[src/rtl/gds_pkg.sv]
// shared types, constants and helpers of the gesture decision smoother
package gds_pkg;

    localparam int MAX_GESTURES = 8;
    localparam int FRAC_BITS    = 10;
    localparam int CONF_W       = FRAC_BITS + 1;
    localparam int IDX_W        = (MAX_GESTURES > 1) ? $clog2(MAX_GESTURES) : 1;
    localparam int CNT_W        = 4;
    localparam int ADDR_W       = 4;
    localparam int DATA_W       = 32;

    localparam logic [CONF_W-1:0] ONE_Q = CONF_W'(1 << FRAC_BITS);
    localparam logic [CNT_W-1:0]  MAX_CNT = CNT_W'(MAX_GESTURES);

    localparam logic [CNT_W-1:0]  RST_COUNT = CNT_W'(5);
    localparam logic [CONF_W-1:0] RST_STEP  = CONF_W'(102);
    localparam logic [CONF_W-1:0] RST_ACC   = CONF_W'(819);
    localparam logic [CONF_W-1:0] RST_HOLD  = CONF_W'(512);

    typedef enum logic [1:0] {
        REG_COUNT,
        REG_STEP,
        REG_ACC,
        REG_HOLD
    } reg_idx_t;

    typedef enum logic [1:0] {
        EV_SAME,
        EV_NEW,
        EV_END
    } ev_t;

    typedef enum logic [2:0] {
        S_IDLE,
        S_LIKE,
        S_UPDATE,
        S_CAND,
        S_DECIDE
    } state_t;

    typedef enum logic {
        OP_CMP,
        OP_UPDATE
    } alu_op_t;

    // effective configuration, already limited to its legal range
    typedef struct packed {
        logic [CNT_W-1:0]  count;
        logic [CONF_W-1:0] step;
        logic [CONF_W-1:0] acc;
        logic [CONF_W-1:0] hold;
    } cfg_t;

    typedef struct packed {
        alu_op_t           op;
        logic [CONF_W-1:0] a;
        logic [CONF_W-1:0] b;
        logic [CONF_W-1:0] thr;
        logic [CONF_W-1:0] step;
        logic              winner;
    } alu_req_t;

    typedef struct packed {
        logic              greater;
        logic [CONF_W-1:0] value;
    } alu_res_t;

    function automatic logic [CONF_W-1:0] sat_one(input logic [CONF_W-1:0] v);
        return (v > ONE_Q) ? ONE_Q : v;
    endfunction

endpackage

[src/rtl/gds_cfg.sv]
// apb register file holding the smoother configuration
module gds_cfg import gds_pkg::*;
(
    input  logic              clk,
    input  logic              rst_n,
    input  logic              psel,
    input  logic              penable,
    input  logic              pwrite,
    input  logic [ADDR_W-1:0] paddr,
    input  logic [DATA_W-1:0] pwdata,
    output logic [DATA_W-1:0] prdata,
    output logic              pready,
    output cfg_t              cfg
);

    logic [CNT_W-1:0]  count_reg;
    logic [CONF_W-1:0] step_reg;
    logic [CONF_W-1:0] acc_reg;
    logic [CONF_W-1:0] hold_reg;
    reg_idx_t          sel;
    logic              wr_en;

    assign pready = 1'b1;
    assign sel    = reg_idx_t'(paddr[ADDR_W-1:2]);
    assign wr_en  = psel && penable && pwrite;

    always_ff @(posedge clk or negedge rst_n)
    begin
        if (!rst_n)
        begin
            count_reg <= RST_COUNT;
            step_reg  <= RST_STEP;
            acc_reg   <= RST_ACC;
            hold_reg  <= RST_HOLD;
        end
        else if (wr_en)
        begin
            unique case (sel)
                REG_COUNT: count_reg <= pwdata[CNT_W-1:0];
                REG_STEP:  step_reg  <= pwdata[CONF_W-1:0];
                REG_ACC:   acc_reg   <= pwdata[CONF_W-1:0];
                REG_HOLD:  hold_reg  <= pwdata[CONF_W-1:0];
                default:   ;
            endcase
        end
    end

    always_comb
    begin
        unique case (sel)
            REG_COUNT: prdata = DATA_W'(count_reg);
            REG_STEP:  prdata = DATA_W'(step_reg);
            REG_ACC:   prdata = DATA_W'(acc_reg);
            REG_HOLD:  prdata = DATA_W'(hold_reg);
            default:   prdata = '0;
        endcase
    end

    // zero count means one gesture, large counts stop at the library size
    always_comb
    begin
        if (count_reg == '0)
            cfg.count = CNT_W'(1);
        else if (count_reg > MAX_CNT)
            cfg.count = MAX_CNT;
        else
            cfg.count = count_reg;
        cfg.step = sat_one(step_reg);
        cfg.acc  = sat_one(acc_reg);
        cfg.hold = sat_one(hold_reg);
    end

endmodule

[src/rtl/gds_alu.sv]
// shared compare and confidence update unit
module gds_alu import gds_pkg::*;
(
    input  alu_req_t req,
    output alu_res_t res
);

    logic [CONF_W:0]   sum;
    logic [CONF_W:0]   lifted;

    always_comb
    begin
        sum    = {1'b0, req.a} + {1'b0, req.step};
        lifted = ({1'b0, req.b} > sum) ? {1'b0, req.b} : sum;
        res.greater = (req.a > req.b) && (req.a > req.thr);
        case (req.op)
            OP_UPDATE:
            begin
                if (req.winner)
                    res.value = (lifted > {1'b0, ONE_Q}) ? ONE_Q : lifted[CONF_W-1:0];
                else
                    res.value = (req.a > req.step) ? (req.a - req.step) : '0;
            end
            default: res.value = req.a;
        endcase
    end

endmodule

[src/rtl/gesture_decision_smoother_core.sv]
// top level of the gesture decision smoother: sequencer, state and result register
// sequencing: a clear item is handled in the idle state, a likelihood item passes through S_LIKE,
// the item that ends a frame then walks S_UPDATE and S_CAND over the n active gestures and ends in S_DECIDE,
// which waits for the result register to drain
// throughput: one item at a time, set by the single shared update unit walking n entries twice
// reset: asynchronous, clears confidences, held gesture, frame state and registers to defaults
module gesture_decision_smoother_core import gds_pkg::*;
(
    input  logic              clk,
    input  logic              rst_n,
    // input item channel
    input  logic              in_valid,
    output logic              in_stall,
    input  logic              mode,
    input  logic [CONF_W-1:0] likelihood,
    // result item channel
    output logic              out_valid,
    input  logic              out_stall,
    output logic [1:0]        event_res,
    output logic              best_valid,
    output logic [IDX_W-1:0]  best_index,
    // configuration port
    input  logic              psel,
    input  logic              penable,
    input  logic              pwrite,
    input  logic [ADDR_W-1:0] paddr,
    input  logic [DATA_W-1:0] pwdata,
    output logic [DATA_W-1:0] prdata,
    output logic              pready
);

    cfg_t     cfg;
    alu_req_t alu_req;
    alu_res_t alu_res;

    // sequencer and per-gesture state
    state_t            state_reg,     state_next;
    logic [CONF_W-1:0] conf_reg       [MAX_GESTURES];
    logic [CONF_W-1:0] conf_next      [MAX_GESTURES];
    logic [IDX_W-1:0]  idx_reg,       idx_next;
    logic [CONF_W-1:0] lk_reg,        lk_next;

    // frame accumulation
    logic [IDX_W-1:0]  pos_reg,       pos_next;
    logic [CONF_W-1:0] frame_max_reg, frame_max_next;
    logic [IDX_W-1:0]  winner_reg,    winner_next;
    logic              found_reg,     found_next;

    // candidate search
    logic [CONF_W-1:0] cand_max_reg,  cand_max_next;
    logic [IDX_W-1:0]  cand_idx_reg,  cand_idx_next;
    logic              cand_found_reg, cand_found_next;

    // held decision
    logic [IDX_W-1:0]  held_idx_reg,  held_idx_next;
    logic              held_valid_reg, held_valid_next;

    // result register, parts the sequencer from the downstream stall
    logic              out_valid_reg, out_valid_next;
    ev_t               out_ev_reg,    out_ev_next;
    logic              out_bv_reg,    out_bv_next;
    logic [IDX_W-1:0]  out_bi_reg,    out_bi_next;

    logic              last_item;
    logic              last_idx;

    gds_cfg u_cfg
    (
        .clk     (clk),
        .rst_n   (rst_n),
        .psel    (psel),
        .penable (penable),
        .pwrite  (pwrite),
        .paddr   (paddr),
        .pwdata  (pwdata),
        .prdata  (prdata),
        .pready  (pready),
        .cfg     (cfg)
    );

    gds_alu u_alu
    (
        .req (alu_req),
        .res (alu_res)
    );

    // the frame ends at the item that reaches or passes the last position
    assign last_item = (CNT_W'(pos_reg) + CNT_W'(1)) >= cfg.count;
    assign last_idx  = (CNT_W'(idx_reg) + CNT_W'(1)) >= cfg.count;

    assign in_stall   = (state_reg != S_IDLE);
    assign out_valid  = out_valid_reg;
    assign event_res  = out_ev_reg;
    assign best_valid = out_bv_reg;
    assign best_index = out_bi_reg;

    always_ff @(posedge clk or negedge rst_n)
    begin
        if (!rst_n)
        begin
            state_reg      <= S_IDLE;
            for (int i = 0; i < MAX_GESTURES; i++)
            begin
                conf_reg[i] <= '0;
            end
            idx_reg        <= '0;
            pos_reg        <= '0;
            frame_max_reg  <= '0;
            winner_reg     <= '0;
            found_reg      <= 1'b0;
            cand_max_reg   <= '0;
            cand_idx_reg   <= '0;
            cand_found_reg <= 1'b0;
            held_idx_reg   <= '0;
            held_valid_reg <= 1'b0;
            out_valid_reg  <= 1'b0;
        end
        else
        begin
            state_reg      <= state_next;
            conf_reg       <= conf_next;
            idx_reg        <= idx_next;
            pos_reg        <= pos_next;
            frame_max_reg  <= frame_max_next;
            winner_reg     <= winner_next;
            found_reg      <= found_next;
            cand_max_reg   <= cand_max_next;
            cand_idx_reg   <= cand_idx_next;
            cand_found_reg <= cand_found_next;
            held_idx_reg   <= held_idx_next;
            held_valid_reg <= held_valid_next;
            out_valid_reg  <= out_valid_next;
        end
    end

    // payload registers, no reset needed
    always_ff @(posedge clk)
    begin
        lk_reg     <= lk_next;
        out_ev_reg <= out_ev_next;
        out_bv_reg <= out_bv_next;
        out_bi_reg <= out_bi_next;
    end

    always_comb
    begin
        state_next      = state_reg;
        conf_next       = conf_reg;
        idx_next        = idx_reg;
        lk_next         = lk_reg;
        pos_next        = pos_reg;
        frame_max_next  = frame_max_reg;
        winner_next     = winner_reg;
        found_next      = found_reg;
        cand_max_next   = cand_max_reg;
        cand_idx_next   = cand_idx_reg;
        cand_found_next = cand_found_reg;
        held_idx_next   = held_idx_reg;
        held_valid_next = held_valid_reg;
        out_ev_next     = out_ev_reg;
        out_bv_next     = out_bv_reg;
        out_bi_next     = out_bi_reg;

        // result taken downstream frees the register
        out_valid_next = out_valid_reg && out_stall;

        // shared unit defaults to the frame winner compare
        alu_req.op     = OP_CMP;
        alu_req.a      = lk_reg;
        alu_req.b      = frame_max_reg;
        alu_req.thr    = cfg.acc;
        alu_req.step   = cfg.step;
        alu_req.winner = 1'b0;

        unique case (state_reg)
            S_IDLE:
            begin
                if (in_valid)
                begin
                    if (mode)
                    begin
                        // clear item: confidences only, frame and held gesture kept
                        for (int i = 0; i < MAX_GESTURES; i++)
                        begin
                            conf_next[i] = '0;
                        end
                    end
                    else
                    begin
                        lk_next    = sat_one(likelihood);
                        state_next = S_LIKE;
                    end
                end
            end

            S_LIKE:
            begin
                if (alu_res.greater)
                begin
                    frame_max_next = lk_reg;
                    winner_next    = pos_reg;
                    found_next     = 1'b1;
                end
                if (last_item)
                begin
                    idx_next   = '0;
                    state_next = S_UPDATE;
                end
                else
                begin
                    pos_next   = pos_reg + IDX_W'(1);
                    state_next = S_IDLE;
                end
            end

            S_UPDATE:
            begin
                // winner rises and is lifted to its likelihood, the rest decay
                alu_req.op     = OP_UPDATE;
                alu_req.a      = conf_reg[idx_reg];
                alu_req.winner = found_reg && (idx_reg == winner_reg);
                conf_next[idx_reg] = alu_res.value;
                if (last_idx)
                begin
                    idx_next        = '0;
                    cand_max_next   = '0;
                    cand_idx_next   = '0;
                    cand_found_next = 1'b0;
                    state_next      = S_CAND;
                end
                else
                begin
                    idx_next = idx_reg + IDX_W'(1);
                end
            end

            S_CAND:
            begin
                // first strictly largest confidence above the hold level
                alu_req.a   = conf_reg[idx_reg];
                alu_req.b   = cand_max_reg;
                alu_req.thr = cfg.hold;
                if (alu_res.greater)
                begin
                    cand_max_next   = conf_reg[idx_reg];
                    cand_idx_next   = idx_reg;
                    cand_found_next = 1'b1;
                end
                if (last_idx)
                begin
                    idx_next   = '0;
                    state_next = S_DECIDE;
                end
                else
                begin
                    idx_next = idx_reg + IDX_W'(1);
                end
            end

            S_DECIDE:
            begin
                // waits here until the result register has room
                if (!out_valid_reg || !out_stall)
                begin
                    out_ev_next = EV_SAME;
                    if (!held_valid_reg)
                    begin
                        if (cand_found_reg)
                        begin
                            held_valid_next = 1'b1;
                            held_idx_next   = cand_idx_reg;
                            out_ev_next     = EV_NEW;
                            // lock in: other active gestures start again from zero
                            for (int i = 0; i < MAX_GESTURES; i++)
                            begin
                                if ((CNT_W'(i) < cfg.count) && (IDX_W'(i) != cand_idx_reg))
                                begin
                                    conf_next[i] = '0;
                                end
                            end
                        end
                    end
                    else if (!cand_found_reg || (cand_idx_reg != held_idx_reg))
                    begin
                        held_valid_next = cand_found_reg;
                        held_idx_next   = cand_found_reg ? cand_idx_reg : '0;
                        out_ev_next     = EV_END;
                    end
                    out_bv_next    = held_valid_next;
                    out_bi_next    = held_valid_next ? held_idx_next : '0;
                    out_valid_next = 1'b1;

                    pos_next       = '0;
                    frame_max_next = '0;
                    winner_next    = '0;
                    found_next     = 1'b0;
                    state_next     = S_IDLE;
                end
            end

            default:
            begin
                state_next = S_IDLE;
            end
        endcase
    end

`ifndef SYNTHESIS
    // nothing held always reports index zero
    a_idx_zero_when_none: assert property (@(posedge clk) disable iff (!rst_n)
        (out_valid && !best_valid) |-> (best_index == '0))
        else $error("result with no held gesture carries a nonzero index");

    // a newly recognised gesture is always held
    a_new_is_held: assert property (@(posedge clk) disable iff (!rst_n)
        (out_valid && (event_res == EV_NEW)) |-> best_valid)
        else $error("new gesture event without a held gesture");

    // a fresh result mirrors the held decision
    a_result_matches_held: assert property (@(posedge clk) disable iff (!rst_n)
        $rose(out_valid) |-> (best_valid == held_valid_reg))
        else $error("result disagrees with held gesture state");

    // only defined event codes leave the block
    a_event_code: assert property (@(posedge clk) disable iff (!rst_n)
        out_valid |-> ((event_res == EV_SAME) || (event_res == EV_NEW) ||
                       (event_res == EV_END)))
        else $error("undefined event code on result");
`endif

endmodule

[config.mk]
export PLATFORM = sky130hd
export DESIGN_NAME = gesture_decision_smoother_core
export DESIGN_NICKNAME = d
export VERILOG_FILES = /design/src/rtl/gds_pkg.sv /design/src/rtl/gds_cfg.sv /design/src/rtl/gds_alu.sv /design/src/rtl/gesture_decision_smoother_core.sv
export SDC_FILE = /design/constraint.sdc
export NUM_CORES = 1
export LEC_CHECK = 0
export BUFFER_PORTS_ARGS = -buffer_cell sky130_fd_sc_hd__buf_2
export CAP_MARGIN = 20
export CORE_ASPECT_RATIO = 1.4
export CORE_MARGIN = 1
export CORE_UTILIZATION = 35
export CTS_BUF_LIST = sky130_fd_sc_hd__clkbuf_16
export DETAILED_ROUTE_END_ITERATION = 10
export PLACE_DENSITY = 0.6
export SYNTH_ARGS = -nofsm -noshare
export SYNTH_HDL_FRONTEND = slang
export SYNTH_SLANG_ARGS = --single-unit
[constraint.sdc]
create_clock -name clk -period 7.9 [get_ports clk]
set_input_delay 0.395 -clock clk [delete_from_list [all_inputs] [get_ports clk]]
set_output_delay 0.395 -clock clk [all_outputs]
set_load 0.05 [all_outputs]
After elaboration in Yosys (flattened, before gate mapping)
Index checks and enable logic that the tools add are counted.

word-level totals
  bits of input ports = 55
  bits in registers = 186

operators by class
  eq/ne operators = 36
  muxes and demuxes = 77
  bitwise gates (word level) = 2
  order comparisons = 22
  reductions and logical operators = 48
  add/sub/neg operators = 6

operators by type and width
  operator              count
  $mux 88               5
  $pmux 88 s3           1
  $mux 11               23
  $pmux 32 s4           1
  $bwmux 88             1
  $reduce_and 7->1      8
  $mux 3                15
  $gt 11x11->1 const B  4
  $pmux 11 s2           2
  $ne 2x2->1 const B    20
  $bmux 11 s3           1
  $demux 11 s3          1
  $gt 11x11->1          3
  $pmux 3 s2            4
  $mux 22               1
  $lt 3x4->1 const A    4
  $pmux 3 s5            1
  $logic_and 1x1->1     14
  $mux 1                13
  $add 11x11->12        1
  $gt 11x12->1          1
  $gt 12x11->1 const B  1
  $mux 12               1
  $ne 3x3->1 const A    4
  34 further kinds      61

Logic depth before layout (Yosys ltp)
  depth after elaboration = 14
  depth in mapped cells = 26
  depth with buffers taken out = 23

Modules after synthesis
A second synthesis with hierarchy kept.

second synthesis, totals
  cell total of the unflattened synthesis = 1139
  area, all modules = 11713.7 µm²

modules (own cells, without submodules)
  module                          instances  area each (µm²)  cells each
  gesture_decision_smoother_core  1          7283.2           632
  gds_alu                         1          2353.5           337
  gds_cfg                         1          2077.0           170

Least setup slack after synthesis
OpenSTA, ideal clock, no wires.

  path type = reg-to-reg
  start point = register idx_reg[1]
  end point = register conf_reg[36] (netlist bit)
  stages on the path, launching flop included = 25
  data arrival time = 5.951 ns
  library setup time = 0.096 ns
  setup slack = 1.853 ns
  data required time = 7.804 ns
  clock period less this slack = 6.047 ns
  path through = dfrtp_1 clkbuf_1 clkinv_1 nor2_1 a32o_1 a221oi_1 and3_1 o21ai_0 ha_1 nor2b_1 o21ai_0 and4b_1 or3_1 xnor2_1 inv_1 ha_1 and4_1 nand3_1 a21oi_1 or4_1 and2_1 and2_1 buf_2 mux2_2 o31ai_1

on the way
  word-level cells in the longest chain between the ends = 14
  elaborated cells between the ends (all ways) = 25
  classes of those cells = add/sub: 2; order compare: 5; eq/ne: 1; mux: 14; bitwise: 1; reduce/logical: 2

RTL lines
  element                                     RTL line                                                                                                             text
  from (decl)                                 gesture_decision_smoother_core.sv:40                                                                                 logic [IDX_W-1:0] idx_reg, idx_next;
  from (signal assigned)                      gesture_decision_smoother_core.sv:122                                                                                idx_reg <= idx_next;
  $not 3->4 (not written as such)             gesture_decision_smoother_core.sv:220, gesture_decision_smoother_core.sv:222, gesture_decision_smoother_core.sv:240
  $bmux 11 s3                                 gesture_decision_smoother_core.sv:220, gesture_decision_smoother_core.sv:240
  $mux 11 (not written as such) (2 in a row)  gesture_decision_smoother_core.sv:220, gesture_decision_smoother_core.sv:240
  $mux 11                                     -
  $add 11x11->12                              gds_alu.sv:13                                                                                                        sum = {1'b0, req.a} + {1'b0, req.step};
  $gt 11x12->1                                gds_alu.sv:14                                                                                                        lifted = ({1'b0, req.b} > sum) ? {1'b0, req.b} : sum;
  $mux 12                                     gds_alu.sv:14
  $gt 12x11->1                                gds_alu.sv:20                                                                                                        res.value = (lifted > {1'b0, ONE_Q}) ? ONE_Q : lifted[CONF_W-1:0];
  $mux 11                                     gds_alu.sv:20
  $mux 11                                     gds_alu.sv:19                                                                                                        if (req.winner)
  $mux 11                                     gds_alu.sv:16                                                                                                        case (req.op)
  $bwmux 88 *                                 gesture_decision_smoother_core.sv:222                                                                                conf_next[idx_reg] = alu_res.value;
  $pmux 88 s3 *                               gesture_decision_smoother_core.sv:175                                                                                unique case (state_reg)
  to (signal assigned)                        gesture_decision_smoother_core.sv:121                                                                                conf_reg <= conf_next;
  to (decl)                                   gesture_decision_smoother_core.sv:38                                                                                 logic [CONF_W-1:0] conf_reg [MAX_GESTURES];

Mark *: on every way between the ends. The rest lies on a longest branch, timed or not. The select of a mux whose other input is x is not followed.
A chain may end at the register's enable or synchronous reset.

Worst setup path in the final report
  start point = register idx_reg[1]
  end point = register conf_reg[39] (netlist bit)

Same word-level chain as after synthesis.

==> results.py <==
metrics = {
    "finish": {
        "drive_gt1_share_pct": 17.81,
        "regArea_um2": 4756,
        "layout_common_cells": "dfrtp_1, o21ai_0, nand2_1",
        "n_fill_cell": 3376,
        "final_common_cell": "dfrtp_1",
        "multi_input_area_um2": 6400,
        "diodes": 0,
        "nets": 1373,
        "syn2layout_area_growth_pct": 12.08,
        "largest_register_ffs": 88,
    },
    "global_route": {
        "grt_pass1_wl_um": 57490,
        "grt_max_degree": 110,
        "antenna_found_initial": 0,
        "grt-ovfl-total": 0,
        "track_usage_pct": 22.34,
        "grt_pass1_vias": 9905,
    },
    "clock_tree": {
        "cts_inserted_buffers": 17,
        "holdBufCountCts": 0,
        "cts.sinks": 186,
        "cts_root_buffer": "clkbuf_16",
        "clk_path_buf_depth": 2,
        "clk_pin_slew_worst_paths_ns": 0.08,
        "h-tree-depth": 4,
        "clk-insertion-delay-late_ns": 0.46,
        "cts_tree": "yes",
        "post_cts_resized": 0,
        "post-cts-setup-buffer-count": 0,
    },
    "place": {
        "dp.final_hpwl_um": 26780,
        "dp_slack_ns": 1.145,
        "portBuffers": 50,
        "gp_congestion": 0.9655,
    },
    "timing": {
        "finalSetupViolCount": 0,
        "hold_viol": 0,
        "final.setup.tns_ns": 0,
        "period_minus_slack_ns": 6.900,
        "max_freq_ghz": 0.1449,
        "timing.final.crit_share_pct": 87.34,
        "relSlewSlack_pct": 29.61,
        "slew_viol_final": 0,
        "worst_pin_slew_ns": 1.050,
        "worst_slack_ns": 1.000,
        "fin_skew_ns": 0.01801,
        "rsz0062_at_grt": "false",
    },
    "die": {
        "num_rows": 79,
        "die_area_um2": 34390,
        "die_y_um": 219.0,
        "die_w_um": 157.0,
        "placeableCoreArea_um2": 33210,
        "ios": 96,
        "start_util_pct": 35.45,
    },
    "logic_synthesis": {
        "synth_seq_cells": 186,
        "synthFlopType": "dfrtp_1",
        "async_flop_share_pct": 90.86,
        "synth_area_um2": 11770,
        "seq_area_frac_synth_pct": 40.39,
        "synth_edf_count": 17,
        "synth.avg_cell_area_um2": 9.690,
        "ys_types": 80,
        "yosys_warnings": 0,
        "netlist_instances": 1215,
    },
    "route": {
        "via_per_inst": 5.815,
        "drtPass1Iterations": 7,
        "wl_um": 36870,
        "wl_per_cell_um": 21.59,
        "vias": 9932,
        "drtIter0Drc": 679,
        "remaining_drc_errors": 0,
        "antenna_left": 0,
    },
    "power_and_ir_drop": {
        "p_leak_nw": 5.837,
        "p_sw_share_pct": 51.47,
        "power_frac_seq_pct": 23.7,
        "combPwrFrac_pct": 61.6,
        "vdd_drop_max_v": 0.0002431,
        "power_frac_clock_pct": 14.7,
        "switchingPower_mw": 3.096,
        "p_int_mw": 2.919,
        "cellPowerDensity_nw_per_um2": 455.8,
    },
    "outcome": {
        "status": "finished, final reports clean",
    },
    "worst_setup_path": {
        "cp_max_fo": 10,
        "required_ns": 8.26,
        "crit_path_end_kind": "register",
        "cp_slowest_cell": "nor3_1",
        "cpPeakStageDelay_ns": 0.83,
        "path_cells": "clkinv_1, nor3_1, a22oi_1, and3_1, o21ai_0, buf_4, ha_1, nor2b_1, o21ai_0, and4b_1, or3_1, xnor2_1, inv_1, ha_1, and4_1, nand3_1, a21oi_1, or4_1, and2_1, and2_1, mux2_2, o31ai_1",
        "worstSetupStartpointType": "register",
        "cp_top_family": "simple AND/OR/NAND/NOR gates",
        "crit_type": "register to register",
        "crit_buf_inv": 3,
        "arrival_ns": 7.26,
    },
    "worst_hold_path": {
        "hp-class": "input port to register",
    },
    "flow_run": {
        "max_cap_violations": 0,
    },
}
synthesized netlist by cell type, types with 13 or more instances:
master / number / share of area (%)
a21oi_1: 33 / 1.4
ha_1: 66 / 7.0
mux2i_1: 52 / 4.4
o21ai_0: 101 / 4.3
buf_4: 23 / 1.5
inv_1: 56 / 1.8
dfstp_2: 13 / 2.9
nor3_1: 19 / 0.81
nand3_1: 31 / 1.3
nor2_1: 59 / 1.9
nor2b_1: 24 / 1.3
edfxtp_1: 17 / 4.3
dfrtp_1: 156 / 33
mux2_2: 56 / 5.4
a22oi_1: 91 / 5.8
clkbuf_1: 63 / 2.0
nand2_1: 95 / 3.0
kinds of logic after synthesis:
family	after synthesis	share of synthesized area, %
flops	186	40.39
xor+xnor	18	1.339
other cells	2	0.06379
simple gates	304	12.90
mux	113	10.73
buf+inv	162	6.057
fa+ha+maj	68	7.354
compound gates	362	21.16
layout make-up:
class / instances / area share, %
clock buffer: 17 / 3.224
clock inverter: 15 / 1.346
inverter: 59 / 1.678
multi-input combinational: 887 / 48.50
sequential: 186 / 36.04
tap: 445 / 4.219
timing repair buffer: 99 / 4.997
worst reg2reg max path: stages (launching register included):
cell and delay (ns):
dfrtp_1 0.50, clkinv_1 0.40, nor3_1 0.83, a22oi_1 0.22
and3_1 0.29, o21ai_0 0.16, buf_4 0.22, ha_1 0.28
nor2b_1 0.25, o21ai_0 0.20, and4b_1 0.25, or3_1 0.39
xnor2_1 0.33, inv_1 0.09, ha_1 0.30, and4_1 0.18
nand3_1 0.12, a21oi_1 0.05, or4_1 0.50, and2_1 0.21
and2_1 0.33, mux2_2 0.46, o31ai_1 0.26
power by group through the flow:
stage	registers, mW	logic (mW)	clock network [mW]
global route	1.46	3.98	0.929
detailed placement	1.44	3.63	0
finish	1.43	3.70	0.884
global placement	1.43	3.59	0
CTS	1.42	3.65	0.897
floorplan	1.34	2.51	0
path summary, 6_finish.rpt:
path	start	to	slack, ns	depth (start not counted)
max	idx_reg[1]	conf_reg[39]	1.00	22
min	pwdata[6]	u_cfg.step_reg[6]	0.19	2
max reg2reg	idx_reg[1]	conf_reg[39]	1.00	22
min reg2reg	conf_reg[54]	conf_reg[54]	0.50	1
max in group asynchronous	rst_n	u_cfg.step_reg[9]	6.38	3
min in group asynchronous	rst_n	cand_found_reg	0.40	2
through the flow:
stage | cell area (µm²) | power [mW] | util, % | hold WS, ns | cells
detailed placement | 12560 | 5.074 | 37.81 | 0.4811 | 1674
floorplan | 11850 | 3.851 | - | 0.09941 | 1235
CTS | 13160 | 5.967 | 39.62 | 0.1175 | 1706
global placement | 12560 | 5.019 | 37.81 | 0.4732 | 1674
finish | 13200 | 6.015 | 39.73 | 0.1902 | 1708
global route | 13200 | 6.365 | 39.73 | 0.1867 | 1708
per-layer routing:
metal  wire length [µm]  GRT usage (%)
met1              14190          25.02
met3               1907          4.028
met5                  0              0
met2              18770          39.39
met4               2009          13.07
No activity file was read; power rests on OpenSTA's default activity.
